[src/rtl/lasp_pkg.sv]
// shared types and constants of the latency aware batch size picker
`default_nettype none
package lasp_pkg;

   localparam int ENTRY_W  = 24;
   localparam int SIZE_W   = 9;
   localparam int LIMIT_W  = 6;
   localparam int BOUND_W  = 16;
   localparam int WEIGHT_W = 17;
   localparam int QUEUE_W  = 16;
   localparam int BSIZE_W  = 8;
   localparam int CSR_W    = 17;
   localparam int CSR_A_W  = 2;

   localparam logic [CSR_A_W-1:0] CSR_BATCH_LIMIT = 2'd0;
   localparam logic [CSR_A_W-1:0] CSR_BOUND       = 2'd1;
   localparam logic [CSR_A_W-1:0] CSR_WEIGHT      = 2'd2;

   localparam logic KIND_UPDATE = 1'b0;
   localparam logic KIND_QUERY  = 1'b1;

   localparam logic [WEIGHT_W-1:0] WEIGHT_ONE   = 17'd65536;
   // default prediction (10 + 5 * size) ms in 1/256 ms, built from slot index k as (15 + 5k)
   localparam int DEF_BASE_MS = 15;

   typedef struct packed {
      logic                kind;
      logic                upd_en;
      logic [BSIZE_W-1:0]  size;
      logic [ENTRY_W-1:0]  lat;
      logic [SIZE_W-1:0]   start;
   } item_type;

   typedef struct packed {
      logic [ENTRY_W-1:0]  wr_data;
      logic                qualify;
   } head_out_type;

endpackage
`default_nettype wire

[src/rtl/lasp_cell.sv]
// one table entry of the latency ring, shifts toward the head while scanning
`default_nettype none
module lasp_cell (
   input  wire                              clock,
   input  wire                              reset,
   input  wire                              shift,
   input  wire  [lasp_pkg::ENTRY_W-1:0]     d_in,
   output logic [lasp_pkg::ENTRY_W-1:0]     q
);
   import lasp_pkg::*;

   logic [ENTRY_W-1:0] entry_ff;
   logic [ENTRY_W-1:0] entry_in;

   always_comb begin
      entry_in = entry_ff;
      if (shift) begin
         entry_in = d_in;
      end
   end

   // zero means unseen
   always_ff @(posedge clock) begin
      if (reset) begin
         entry_ff <= '0;
      end else begin
         entry_ff <= entry_in;
      end
   end

   assign q = entry_ff;

endmodule
`default_nettype wire

[src/rtl/lasp_head.sv]
// head of the ring: moving average update and prediction test for the entry at the head
`default_nettype none
module lasp_head (
   input  wire  [lasp_pkg::ENTRY_W-1:0]     entry,
   input  wire  [lasp_pkg::SIZE_W-1:0]      slot_size,
   input  lasp_pkg::item_type               item,
   input  wire  [lasp_pkg::BOUND_W-1:0]     bound_ms,
   input  wire  [lasp_pkg::WEIGHT_W-1:0]    weight,
   output lasp_pkg::head_out_type           head_out
);
   import lasp_pkg::*;

   logic [WEIGHT_W-1:0]     w_sat;
   logic signed [ENTRY_W:0] diff;
   logic signed [ENTRY_W+WEIGHT_W+1:0] prod;
   logic signed [ENTRY_W+2:0] step;
   logic [ENTRY_W+2:0]      sum;
   logic [ENTRY_W-1:0]      blended;
   logic [SIZE_W+2:0]       k5;
   logic [ENTRY_W-1:0]      pred;
   logic [ENTRY_W-1:0]      bound_q8;
   logic                    hit;

   always_comb begin
      w_sat = (weight > WEIGHT_ONE) ? WEIGHT_ONE : weight;
      // old + floor(w * (lat - old) / 2^16) equals the truncated blend
      diff  = $signed({1'b0, item.lat}) - $signed({1'b0, entry});
      prod  = $signed({1'b0, w_sat}) * diff;
      step  = prod[ENTRY_W+WEIGHT_W+1:16];
      sum   = (ENTRY_W+3)'(entry) + $unsigned(step);
      blended = sum[ENTRY_W-1:0];

      hit = (item.kind == KIND_UPDATE) && item.upd_en
            && (slot_size == {1'b0, item.size});
      head_out.wr_data = hit ? blended : entry;

      // slot index k = slot_size - 1
      k5 = ((SIZE_W+3)'(slot_size) - (SIZE_W+3)'(1)) * (SIZE_W+3)'(5);
      if (entry != '0) begin
         pred = entry;
      end else begin
         pred = {ENTRY_W'(k5) + ENTRY_W'(DEF_BASE_MS)} << 8;
      end
      bound_q8 = {bound_ms, 8'd0};
      head_out.qualify = (item.kind == KIND_QUERY) && (slot_size <= item.start)
                         && (pred < bound_q8);
   end

endmodule
`default_nettype wire

[src/rtl/latency_aware_batch_size_picker_top.sv]
// top level: ring of latency cells, head unit, item sequencing and result register
// Latency aware batch size picker.
// req channel: tuser carries kind (0 record a latency, 1 ask for a batch size);
// tdata carries bsize, latency and queue_length. rsp channel returns one beat
// with chosen_size for every query and nothing for an update.
// csr port: csr_we writes csr_wdata into register csr_addr (0 batch_limit,
// 1 latency_bound_ms, 2 ema_weight); the user must write only while the block is
// idle, as the block itself does not enforce it. The MAX_BATCH entries sit in a
// ring of cells that rotates one place per cycle while an item is scanned, past a
// single head unit, so every item takes a full turn of the ring. After the turn an
// update is done and a query's rsp beat is loaded from a hold state. A new req beat
// is taken only while idle, so no item is taken before the last has made its turn.
// The rsp beat sits in an output register, so req is taken again while it waits;
// if a later query finishes while the old beat is still stalled, the block holds
// the new answer and takes no req beat until rsp_tready frees the register.
// Reset clears all entries to unseen and loads the register defaults.
`default_nettype none
module latency_aware_batch_size_picker_top #(
   parameter int MAX_BATCH = 32
) (
   input  wire         clock,
   input  wire         reset,
   input  wire         req_tvalid,
   output logic        req_tready,
   input  wire  [47:0] req_tdata,   // bsize[7:0], latency[31:8], queue_length[47:32]
   input  wire  [0:0]  req_tuser,   // kind[0]
   output logic        rsp_tvalid,
   input  wire         rsp_tready,
   output logic [7:0]  rsp_tdata,   // chosen_size[5:0], zero pad[7:6]
   input  wire         csr_we,
   input  wire  [lasp_pkg::CSR_A_W-1:0] csr_addr,
   input  wire  [lasp_pkg::CSR_W-1:0]   csr_wdata
);
   import lasp_pkg::*;

   localparam int CW = (MAX_BATCH > 1) ? $clog2(MAX_BATCH) : 1;
   localparam logic [CW-1:0] LAST_K = CW'(MAX_BATCH - 1);

   localparam logic [1:0] ST_IDLE = 2'd0;
   localparam logic [1:0] ST_SCAN = 2'd1;
   localparam logic [1:0] ST_HOLD = 2'd2;

   logic [1:0]          state_ff, state_in;
   logic [CW-1:0]       k_ff, k_in;
   item_type            item_ff, item_in;
   logic [SIZE_W-1:0]   chosen_ff, chosen_in;
   logic                rsp_valid_ff, rsp_valid_in;
   logic [LIMIT_W-1:0]  rsp_size_ff, rsp_size_in;
   logic [LIMIT_W-1:0]  limit_ff, limit_in;
   logic [BOUND_W-1:0]  bound_ff, bound_in;
   logic [WEIGHT_W-1:0] weight_ff, weight_in;

   logic [ENTRY_W-1:0]  ring_q [MAX_BATCH];
   logic                shift;
   logic [SIZE_W-1:0]   slot_size;
   logic [SIZE_W-1:0]   eff_lim;
   logic [SIZE_W-1:0]   start;
   logic [BSIZE_W-1:0]  in_size;
   logic [QUEUE_W-1:0]  in_queue;
   logic                accept;
   logic                out_free;
   head_out_type        head_out;

   assign shift     = (state_ff == ST_SCAN);
   assign slot_size = SIZE_W'(k_ff) + SIZE_W'(1);
   assign in_size   = req_tdata[7:0];
   assign in_queue  = req_tdata[47:32];
   assign eff_lim   = ((SIZE_W)'(limit_ff) > SIZE_W'(MAX_BATCH)) ? SIZE_W'(MAX_BATCH)
                                                               : SIZE_W'(limit_ff);
   assign start     = ((QUEUE_W)'(eff_lim) < in_queue) ? eff_lim : SIZE_W'(in_queue);
   assign accept    = req_tvalid && req_tready;
   assign out_free  = !rsp_valid_ff || rsp_tready;

   genvar gi;
   generate
      for (gi = 0; gi < MAX_BATCH; gi++) begin : g_ring
         if (gi == MAX_BATCH - 1) begin : g_tail
            lasp_cell u_cell (
               .clock (clock),
               .reset (reset),
               .shift (shift),
               .d_in  (head_out.wr_data),
               .q     (ring_q[gi])
            );
         end else begin : g_mid
            lasp_cell u_cell (
               .clock (clock),
               .reset (reset),
               .shift (shift),
               .d_in  (ring_q[gi+1]),
               .q     (ring_q[gi])
            );
         end
      end
   endgenerate

   lasp_head u_head (
      .entry          (ring_q[0]),
      .slot_size      (slot_size),
      .item           (item_ff),
      .bound_ms       (bound_ff),
      .weight         (weight_ff),
      .head_out       (head_out)
   );

   always_comb begin
      state_in     = state_ff;
      k_in         = k_ff;
      item_in      = item_ff;
      chosen_in    = chosen_ff;
      rsp_valid_in = rsp_valid_ff;
      rsp_size_in  = rsp_size_ff;
      limit_in     = limit_ff;
      bound_in     = bound_ff;
      weight_in    = weight_ff;
      req_tready   = (state_ff == ST_IDLE);

      if (rsp_valid_ff && rsp_tready) begin
         rsp_valid_in = 1'b0;
      end

      case (state_ff)
         ST_IDLE: begin
            if (accept) begin
               item_in.kind   = req_tuser[0];
               item_in.size   = in_size;
               item_in.lat    = req_tdata[31:8];
               item_in.start  = start;
               item_in.upd_en = (in_size != '0) && ((SIZE_W)'(in_size) <= eff_lim);
               chosen_in      = SIZE_W'(1);
               k_in           = '0;
               state_in       = ST_SCAN;
            end
         end
         ST_SCAN: begin
            if (head_out.qualify) begin
               chosen_in = slot_size;
            end
            if (k_ff == LAST_K) begin
               k_in     = '0;
               state_in = (item_ff.kind == KIND_QUERY) ? ST_HOLD : ST_IDLE;
            end else begin
               k_in = k_ff + CW'(1);
            end
         end
         ST_HOLD: begin
            if (out_free) begin
               rsp_valid_in = 1'b1;
               rsp_size_in  = chosen_ff[LIMIT_W-1:0];
               state_in     = ST_IDLE;
            end
         end
         default: begin
            state_in = ST_IDLE;
         end
      endcase

      if (csr_we) begin
         case (csr_addr)
            CSR_BATCH_LIMIT: limit_in  = csr_wdata[LIMIT_W-1:0];
            CSR_BOUND:       bound_in  = csr_wdata[BOUND_W-1:0];
            CSR_WEIGHT:      weight_in = csr_wdata[WEIGHT_W-1:0];
            default: begin
            end
         endcase
      end
   end

   always_ff @(posedge clock) begin
      if (reset) begin
         state_ff     <= ST_IDLE;
         k_ff         <= '0;
         rsp_valid_ff <= 1'b0;
         limit_ff     <= LIMIT_W'(32);
         bound_ff     <= BOUND_W'(100);
         weight_ff    <= WEIGHT_W'(6554);
      end else begin
         state_ff     <= state_in;
         k_ff         <= k_in;
         rsp_valid_ff <= rsp_valid_in;
         limit_ff     <= limit_in;
         bound_ff     <= bound_in;
         weight_ff    <= weight_in;
      end
   end

   always_ff @(posedge clock) begin
      item_ff     <= item_in;
      chosen_ff   <= chosen_in;
      rsp_size_ff <= rsp_size_in;
   end

   assign rsp_tvalid = rsp_valid_ff;
   assign rsp_tdata  = {2'b00, rsp_size_ff};

endmodule
`default_nettype wire
[config.mk]
export PLATFORM = sky130hd
export DESIGN_NAME = latency_aware_batch_size_picker_top
export DESIGN_NICKNAME = d
export VERILOG_FILES = /design/src/rtl/lasp_pkg.sv /design/src/rtl/lasp_cell.sv /design/src/rtl/lasp_head.sv /design/src/rtl/latency_aware_batch_size_picker_top.sv
export SDC_FILE = /design/constraint.sdc
export NUM_CORES = 2
export LEC_CHECK = 0
export ABC_AREA = 1
export BUFFER_PORTS_ARGS = -buffer_cell sky130_fd_sc_hd__buf_2
export CAP_MARGIN = 0
export CORE_UTILIZATION = 45
export CTS_BUF_LIST = sky130_fd_sc_hd__clkbuf_16
export DETAILED_ROUTE_END_ITERATION = 7
export GPL_TIMING_DRIVEN = 0
export SYNTH_ARGS = -nofsm -noshare
export SYNTH_HDL_FRONTEND = slang
export SYNTH_SLANG_ARGS = --single-unit
[constraint.sdc]
create_clock -name clock -period 11.5 [get_ports clock]
set_input_delay 0.575 -clock clock [delete_from_list [all_inputs] [get_ports clock]]
set_output_delay 0.575 -clock clock [all_outputs]
set_load 0.1 [all_outputs]
* Word-level counts from Yosys, hierarchy flattened *
Cells that the tools add are included.

storage, ports and cells
  input port bits = 73
  register bits = 870
  output and inout port bits = 10

operators by class
  muxes and demuxes = 19
  multipliers = 2
  add/subtract/negate cells = 6
  bitwise logic cells = 1
  order comparisons = 6
  equality and inequality tests = 10
  reductions and logical operators = 22

operators by type and width
  cell                                                count
  2-to-1 mux 24 bit                                   2
  multiplier 18 x 25 -> 40 bit                        1
  subtractor 24 x 24 -> 25 bit                        1
  adder 24 bit                                        1
  < comparator 24 bit                                 1
  nonzero test 24 bit                                 1
  2-to-1 mux 6 bit                                    3
  > comparator 17 bit, second input constant          1
  2-to-1 mux 17 bit                                   1
  < comparator 6 x 16 -> 1 bit                        1
  adder 12 x 4 -> 13 bit, second input constant       1
  multiplier 12 x 3 -> 12 bit, second input constant  1
  case mux 6 bit (2 select lines)                     1
  AND reduction 2 bit                                 6
  2-to-1 mux 5 bit                                    2
  case mux 5 bit (2 select lines)                     1
  less-or-equal comparator 6 x 9 -> 1 bit             1
  2-to-1 mux 9 bit                                    1
  == test 6 x 8 -> 1 bit                              1
  less-or-equal comparator 8 x 6 -> 1 bit             1
  2-to-1 mux 2 bit                                    4
  nonzero test 8 bit                                  1
  logical AND 1 bit                                   7
  subtractor 6 x 1 -> 7 bit, second input constant    1
  16 further kinds                                    24

* Longest topological paths before layout *
  depth after elaboration = 9
  mapped depth = 56
  depth with buffers taken out = 54

* Modules after synthesis *
From an unflattened synthesis, not the netlist that was laid out.

unflattened totals
  cells, all modules = 7872
  area, all modules = 54642.4 um^2

modules (own cells, without submodules)
  module                               cells each  instances  area each (um^2)
  lasp_cell                            152         32         984.7
  lasp_head                            2627        1          19189.7
  latency_aware_batch_size_picker_top  381         1          3942.5

* Worst setup path after synthesis *
No wires, ideal clock.

  path type = register to register
  start point = register item_ff[9] (netlist bit)
  end point = register g_ring[31].g_tail.u_cell.entry_ff[23]
  stages on the path, launching flop included = 48
  data arrival time = 8655 ps
  buffers on the path = 1
  setup slack = 2775 ps
  clock period less this slack = 8725 ps
  path through = edfxtp_1 > inv_1 > ha_1 > fa_1 > o21ai_2 > nand4_1 > nand2_1 > a31oi_1 > o21bai_1 > xor2_1 > inv_1 > clkbuf_1 > nor2_1 > fa_1 > inv_1 > fa_1 > fa_1 > inv_1 > (+12 left out) > a21oi_1 > o21ai_1 > nand3_1 > nand3_1 > xor2_1 > ha_1 > a21o_1 > a21oi_1 > nor2_1 > nor3_1 > nand3_1 > nand3_1 > nand2_1 > nand2_1 > nand3_1 > nand2_1 > nand3_1 > a21oi_1

on the way
  longest elaborated chain between the ends = 4

ends and longest elaborated chain
  item                          RTL line                                    RTL
  start: declaration            latency_aware_batch_size_picker_top.sv:45   item_type item_ff, item_in;
  start signal: assignment      latency_aware_batch_size_picker_top.sv:188  item_ff <= item_in;
  subtractor 24 x 24 -> 25 bit  lasp_head.sv:27                             diff = $signed({1'b0, item.lat}) - $signed({1'b0, entry});
  multiplier 18 x 25 -> 40 bit  lasp_head.sv:28                             prod = $signed({1'b0, w_sat}) * diff;
  adder 24 bit                  lasp_head.sv:30                             sum = (ENTRY_W+3)'(entry) + $unsigned(step);
  2-to-1 mux 24 bit             lasp_head.sv:35                             head_out.wr_data = hit ? blended : entry;
  end signal: assignment        lasp_cell.sv:27                             entry_ff <= entry_in;
  end: declaration              lasp_cell.sv:12                             logic [ENTRY_W-1:0] entry_ff;

No other way between the ends.
A chain may end at the register's enable or synchronous reset.

* Worst setup path in the final report *
Ends and elaborated chain as after synthesis.

==> flow_results.xml <==
<?xml version="1.0" encoding="UTF-8"?>
<metrics>
  <group name="sta">
    <metric name="layout_min_cycle_time" unit="ns">10.69</metric>
    <metric name="clock-skew-final" unit="ns">0.0259</metric>
    <metric name="min_period_over_period" unit="">0.929</metric>
    <metric name="final.setup.tns" unit="ns">0</metric>
    <metric name="maxClockFrequency" unit="GHz">0.0936</metric>
    <metric name="setup_viol" unit="">0</metric>
    <metric name="timing.max_slew.rel_slack" unit="">0.283</metric>
    <metric name="slew_violations" unit="">0</metric>
    <metric name="final_count_of_hold_timing_violations" unit="">0</metric>
    <metric name="rsz0062_at_grt" unit="">false</metric>
    <metric name="tightestPinTransition" unit="ns">1.08</metric>
  </group>
  <group name="route">
    <metric name="drc" unit="">1</metric>
    <metric name="num_vias" unit="">39300</metric>
    <metric name="final_antenna_net_count" unit="">0</metric>
    <metric name="drt_pass1_iterations" unit="">7</metric>
    <metric name="detail_route.vias_per_cell" unit="">5.07</metric>
    <metric name="totalWireLength" unit="um">130000</metric>
    <metric name="initialDrtViolationCount" unit="">2792</metric>
    <metric name="drt-wirelength-per-cell" unit="um">16.8</metric>
  </group>
  <group name="global_route">
    <metric name="grt_pass1_wl" unit="um">210000</metric>
    <metric name="globalRouteTotalUtil" unit="">0.245</metric>
    <metric name="pin_count_of_the_biggest_net_entering_global_routing" unit="">24</metric>
    <metric name="globalRoute.busiestLayer" unit="">met2</metric>
    <metric name="antenna_found_initial" unit="">4</metric>
    <metric name="grt_use_met2" unit="">0.388</metric>
    <metric name="grt_pass1_vias" unit="">39100</metric>
    <metric name="globalRouteOverflowTotal" unit="">0</metric>
    <metric name="gr_layer_usage_met1" unit="">0.347</metric>
    <metric name="grtUsageMet3" unit="">0.0305</metric>
  </group>
  <group name="synthesis">
    <metric name="syn_avg_cell_area" unit="um^2">7.87</metric>
    <metric name="synth_enable_flop_cells" unit="">55</metric>
    <metric name="sequential_cell_area_fraction_in_the_yosys_report" unit="">0.374</metric>
    <metric name="synth-async-reset-ratio" unit="">0</metric>
    <metric name="synthFlopType" unit="">sky130_fd_sc_hd__dfxtp_1</metric>
    <metric name="synth.ff_latch_count" unit="">870</metric>
    <metric name="synthesis.area" unit="um^2">48100</metric>
    <metric name="synth_cells" unit="">6112</metric>
    <metric name="synth.distinct_cells" unit="">52</metric>
    <metric name="yosysWarnings" unit="">0</metric>
  </group>
  <group name="worst_setup_path">
    <metric name="cp-start-kind" unit="">register</metric>
    <metric name="worst-endpoint-required" unit="ns">12.06</metric>
    <metric name="worst-path-max-fanout" unit="">10</metric>
    <metric name="capturing_element_type_of_the_critical_path" unit="">register</metric>
    <metric name="cpPeakStageDelay" unit="ns">0.58</metric>
    <metric name="critical_path.startpoint" unit="">item_ff[9]</metric>
    <metric name="worst_path_most_repeated_cell" unit="">sky130_fd_sc_hd__fa_1</metric>
    <metric name="timing.rr.start" unit="">item_ff[9]</metric>
    <metric name="master_of_the_slowest_instance_on_the_critical_path" unit="">sky130_fd_sc_hd__fa_1</metric>
    <metric name="worst-setup-path-type" unit="">reg2reg</metric>
    <metric name="critPathArrivalTime" unit="ns">11.24</metric>
  </group>
  <group name="layout">
    <metric name="finalNonFillerCells" unit="">7746</metric>
    <metric name="final_cell_mix" unit="">sky130_fd_sc_hd__nor2_1 (1,788), sky130_fd_sc_hd__o21ai_0 (830), sky130_fd_sc_hd__dfxtp_1 (815), sky130_fd_sc_hd__inv_1 (755), sky130_fd_sc_hd__nand2_1 (456)</metric>
    <metric name="final_layout_size_suffix_gt1_frac" unit="">0.0412</metric>
    <metric name="area_growth" unit="%">10.3</metric>
    <metric name="antenna_cells" unit="">0</metric>
    <metric name="layout.filler_cells" unit="">10500</metric>
    <metric name="nNetsFinal" unit="">6947</metric>
    <metric name="most_common_cell_after_layout_fill_and_taps_aside" unit="">sky130_fd_sc_hd__nor2_1</metric>
    <metric name="fin_area" unit="um^2">53000</metric>
  </group>
  <group name="worst_hold_path">
    <metric name="hold_path.class" unit="">in2reg</metric>
    <metric name="holdCritStartpoint" unit="">req_tdata[24]</metric>
  </group>
  <group name="run">
    <metric name="maxCapViolations" unit="">0</metric>
  </group>
  <group name="die">
    <metric name="io_pins" unit="">83</metric>
    <metric name="initial_core_util" unit="">0.455</metric>
    <metric name="die_width" unit="um">329</metric>
    <metric name="core-area" unit="um^2">106000</metric>
    <metric name="die-area" unit="um^2">108000</metric>
    <metric name="core.rowCount" unit="">119</metric>
    <metric name="chipHeight" unit="um">329</metric>
  </group>
  <group name="clock_tree">
    <metric name="ctsRootBufferMaster" unit="">sky130_fd_sc_hd__clkbuf_16</metric>
    <metric name="clock_insertion_delay_worst_skew" unit="ns">0.63</metric>
    <metric name="cts-root-to-sink-buffers" unit="">3</metric>
    <metric name="htreeDepth" unit="">3</metric>
    <metric name="numClockSinks" unit="">870</metric>
    <metric name="postCtsHoldBufs" unit="">0</metric>
    <metric name="clock_buffers_created_by_tritoncts" unit="">83</metric>
    <metric name="cts.clk_slew.worst_paths" unit="ns">0.07</metric>
    <metric name="tritoncts" unit="">yes</metric>
  </group>
  <group name="place">
    <metric name="hpwl" unit="um">103000</metric>
    <metric name="placedCellCount" unit="">7587</metric>
    <metric name="placed_area" unit="um^2">50200</metric>
    <metric name="place_congestion" unit="">0.943</metric>
    <metric name="port_buffers" unit="">79</metric>
  </group>
  <group name="run_status">
    <metric name="failed_checks" unit="">DRC</metric>
    <metric name="result_of_the_run" unit="">finished with violations</metric>
  </group>
</metrics>
## layout make-up
type | count | area, um^2 | area share
multi-input combinational | 4171 | 26200 | 0.493
sequential | 870 | 18000 | 0.339
inverter | 747 | 2820 | 0.0531
clock buffer | 86 | 2150 | 0.0406
tap | 1391 | 1740 | 0.0328
buffer | 327 | 1260 | 0.0238
clock inverter | 67 | 479 | 0.00903
timing repair buffer | 87 | 468 | 0.00882
## per-layer routing
layer | vias to the layer above | wire length (um)
met1 | 18800 | 60900
met5 | - | 9
li1 | 19400 | -
met4 | 2 | 3640
met3 | 180 | 7350
met2 | 907 | 58400
## per-stage QoR
stage / hold WS [ns] / util / setup slack [ns]
2_1_floorplan: 0.400 / - / 2.77
3_5_place_dp: 0.416 / 0.476 / 0.239
3_3_place_gp: 0.409 / 0.476 / 0.250
5_1_grt: 0.0911 / 0.502 / 0.0455
6_report: 0.110 / 0.502 / 0.813
4_1_cts: 0.0736 / 0.501 / 0.159
## path summary, 6_finish.rpt
check                                                      end  slack (ns)  cells after the start
worst max-delay path            g_ring[31].g_tail.u_cell.q[23]        0.81                     46
worst min-delay path                               item_ff[25]        0.11                      1
worst max register to register  g_ring[31].g_tail.u_cell.q[23]        0.81                     46
worst min register to register                  rsp_size_ff[3]        0.42                      0
## kinds of logic (layout without fill, tap and decap cells)
logic type,after synthesis,after routing,share of synthesized area
AOI/OAI and AO/OA,1115,1115,0.121
xor gates and xnor gates,75,75,0.0138
adders and majority gates,587,587,0.215
buffers and inverters,1075,1314,0.0846
DFF,870,870,0.374
other,1,5,0.0000780
and+or+nand+nor,2389,2389,0.192
## repair_timing
action | in CTS | in global routing
hold endpoints to repair | 0 | 0
gates resized for setup | 0 | 17
setup buffers | 0 | 7
endpoints found under the setup margin | 0 | 9
## state kept, by name, summed over array words and instances (netlist names)
name                    flops
item_ff                    43
rsp_tvalid                  1
g_ring.g_tail.u_cell.q     24
chosen_ff                   6
weight_ff                  17
g_ring.g_mid.u_cell.q     744
state_ff                    2
rsp_size_ff                 6
limit_ff                    6
bound_ff                   16
k_ff                        5
## critical path: cells and delay by family, from the launching register on
| family | cells | cell delay (ns) |
|---|---|---|
| compound gates | 13 | 2.55 |
| fa+ha+maj | 10 | 4.40 |
| flops | 1 | 0.33 |
| simple gates | 14 | 1.63 |
| buf+inv | 7 | 0.92 |
| xor+xnor | 2 | 0.74 |
## Yosys cell counts (2+ instances only)
cell                        instances  area share
sky130_fd_sc_hd__dfxtp_1          815        0.34
sky130_fd_sc_hd__o211ai_1          17      0.0027
sky130_fd_sc_hd__nor3_1            22      0.0023
sky130_fd_sc_hd__a21boi_0           2     0.00031
sky130_fd_sc_hd__a21o_1            10      0.0016
sky130_fd_sc_hd__o21bai_1          12      0.0019
sky130_fd_sc_hd__edfxtp_1          55       0.034
sky130_fd_sc_hd__buf_4              2     0.00031
sky130_fd_sc_hd__inv_1            733       0.057
sky130_fd_sc_hd__inv_2              5     0.00039
sky130_fd_sc_hd__nand2_1          456       0.036
sky130_fd_sc_hd__and2_1             3     0.00039
sky130_fd_sc_hd__nor2_1          1788        0.14
sky130_fd_sc_hd__nor2_2            11      0.0014
sky130_fd_sc_hd__clkbuf_1         312       0.024
sky130_fd_sc_hd__o21ai_2            3     0.00055
sky130_fd_sc_hd__ha_1             190       0.049
sky130_fd_sc_hd__o221ai_1           6      0.0011
sky130_fd_sc_hd__a31o_2             2     0.00036
sky130_fd_sc_hd__nand3_1           62      0.0065
sky130_fd_sc_hd__buf_1              7     0.00055
sky130_fd_sc_hd__fa_1             397        0.17
sky130_fd_sc_hd__xnor2_1           20      0.0036
sky130_fd_sc_hd__o21ai_0          830       0.086
sky130_fd_sc_hd__nor4_1            11      0.0014
sky130_fd_sc_hd__o21ai_1            5     0.00052
sky130_fd_sc_hd__a21oi_1          198       0.021
sky130_fd_sc_hd__o2111ai_1          3     0.00055
sky130_fd_sc_hd__a31oi_1           11      0.0014
sky130_fd_sc_hd__o31ai_1            3     0.00047
sky130_fd_sc_hd__a21oi_4            2     0.00068
sky130_fd_sc_hd__nand3b_1           2     0.00031
sky130_fd_sc_hd__clkinv_1           9     0.00070
sky130_fd_sc_hd__xor2_1            54      0.0098
sky130_fd_sc_hd__nand4_1           20      0.0026
sky130_fd_sc_hd__or2_2              8      0.0010
sky130_fd_sc_hd__o21a_1             5     0.00078
sky130_fd_sc_hd__buf_2              5     0.00052
sky130_fd_sc_hd__a221oi_1           2     0.00036
sky130_fd_sc_hd__nand2_2            2     0.00026
Power is left out: the tool's default activity adds up to more than one toggle a clock period on the data nets, which glitch-free logic cannot reach.
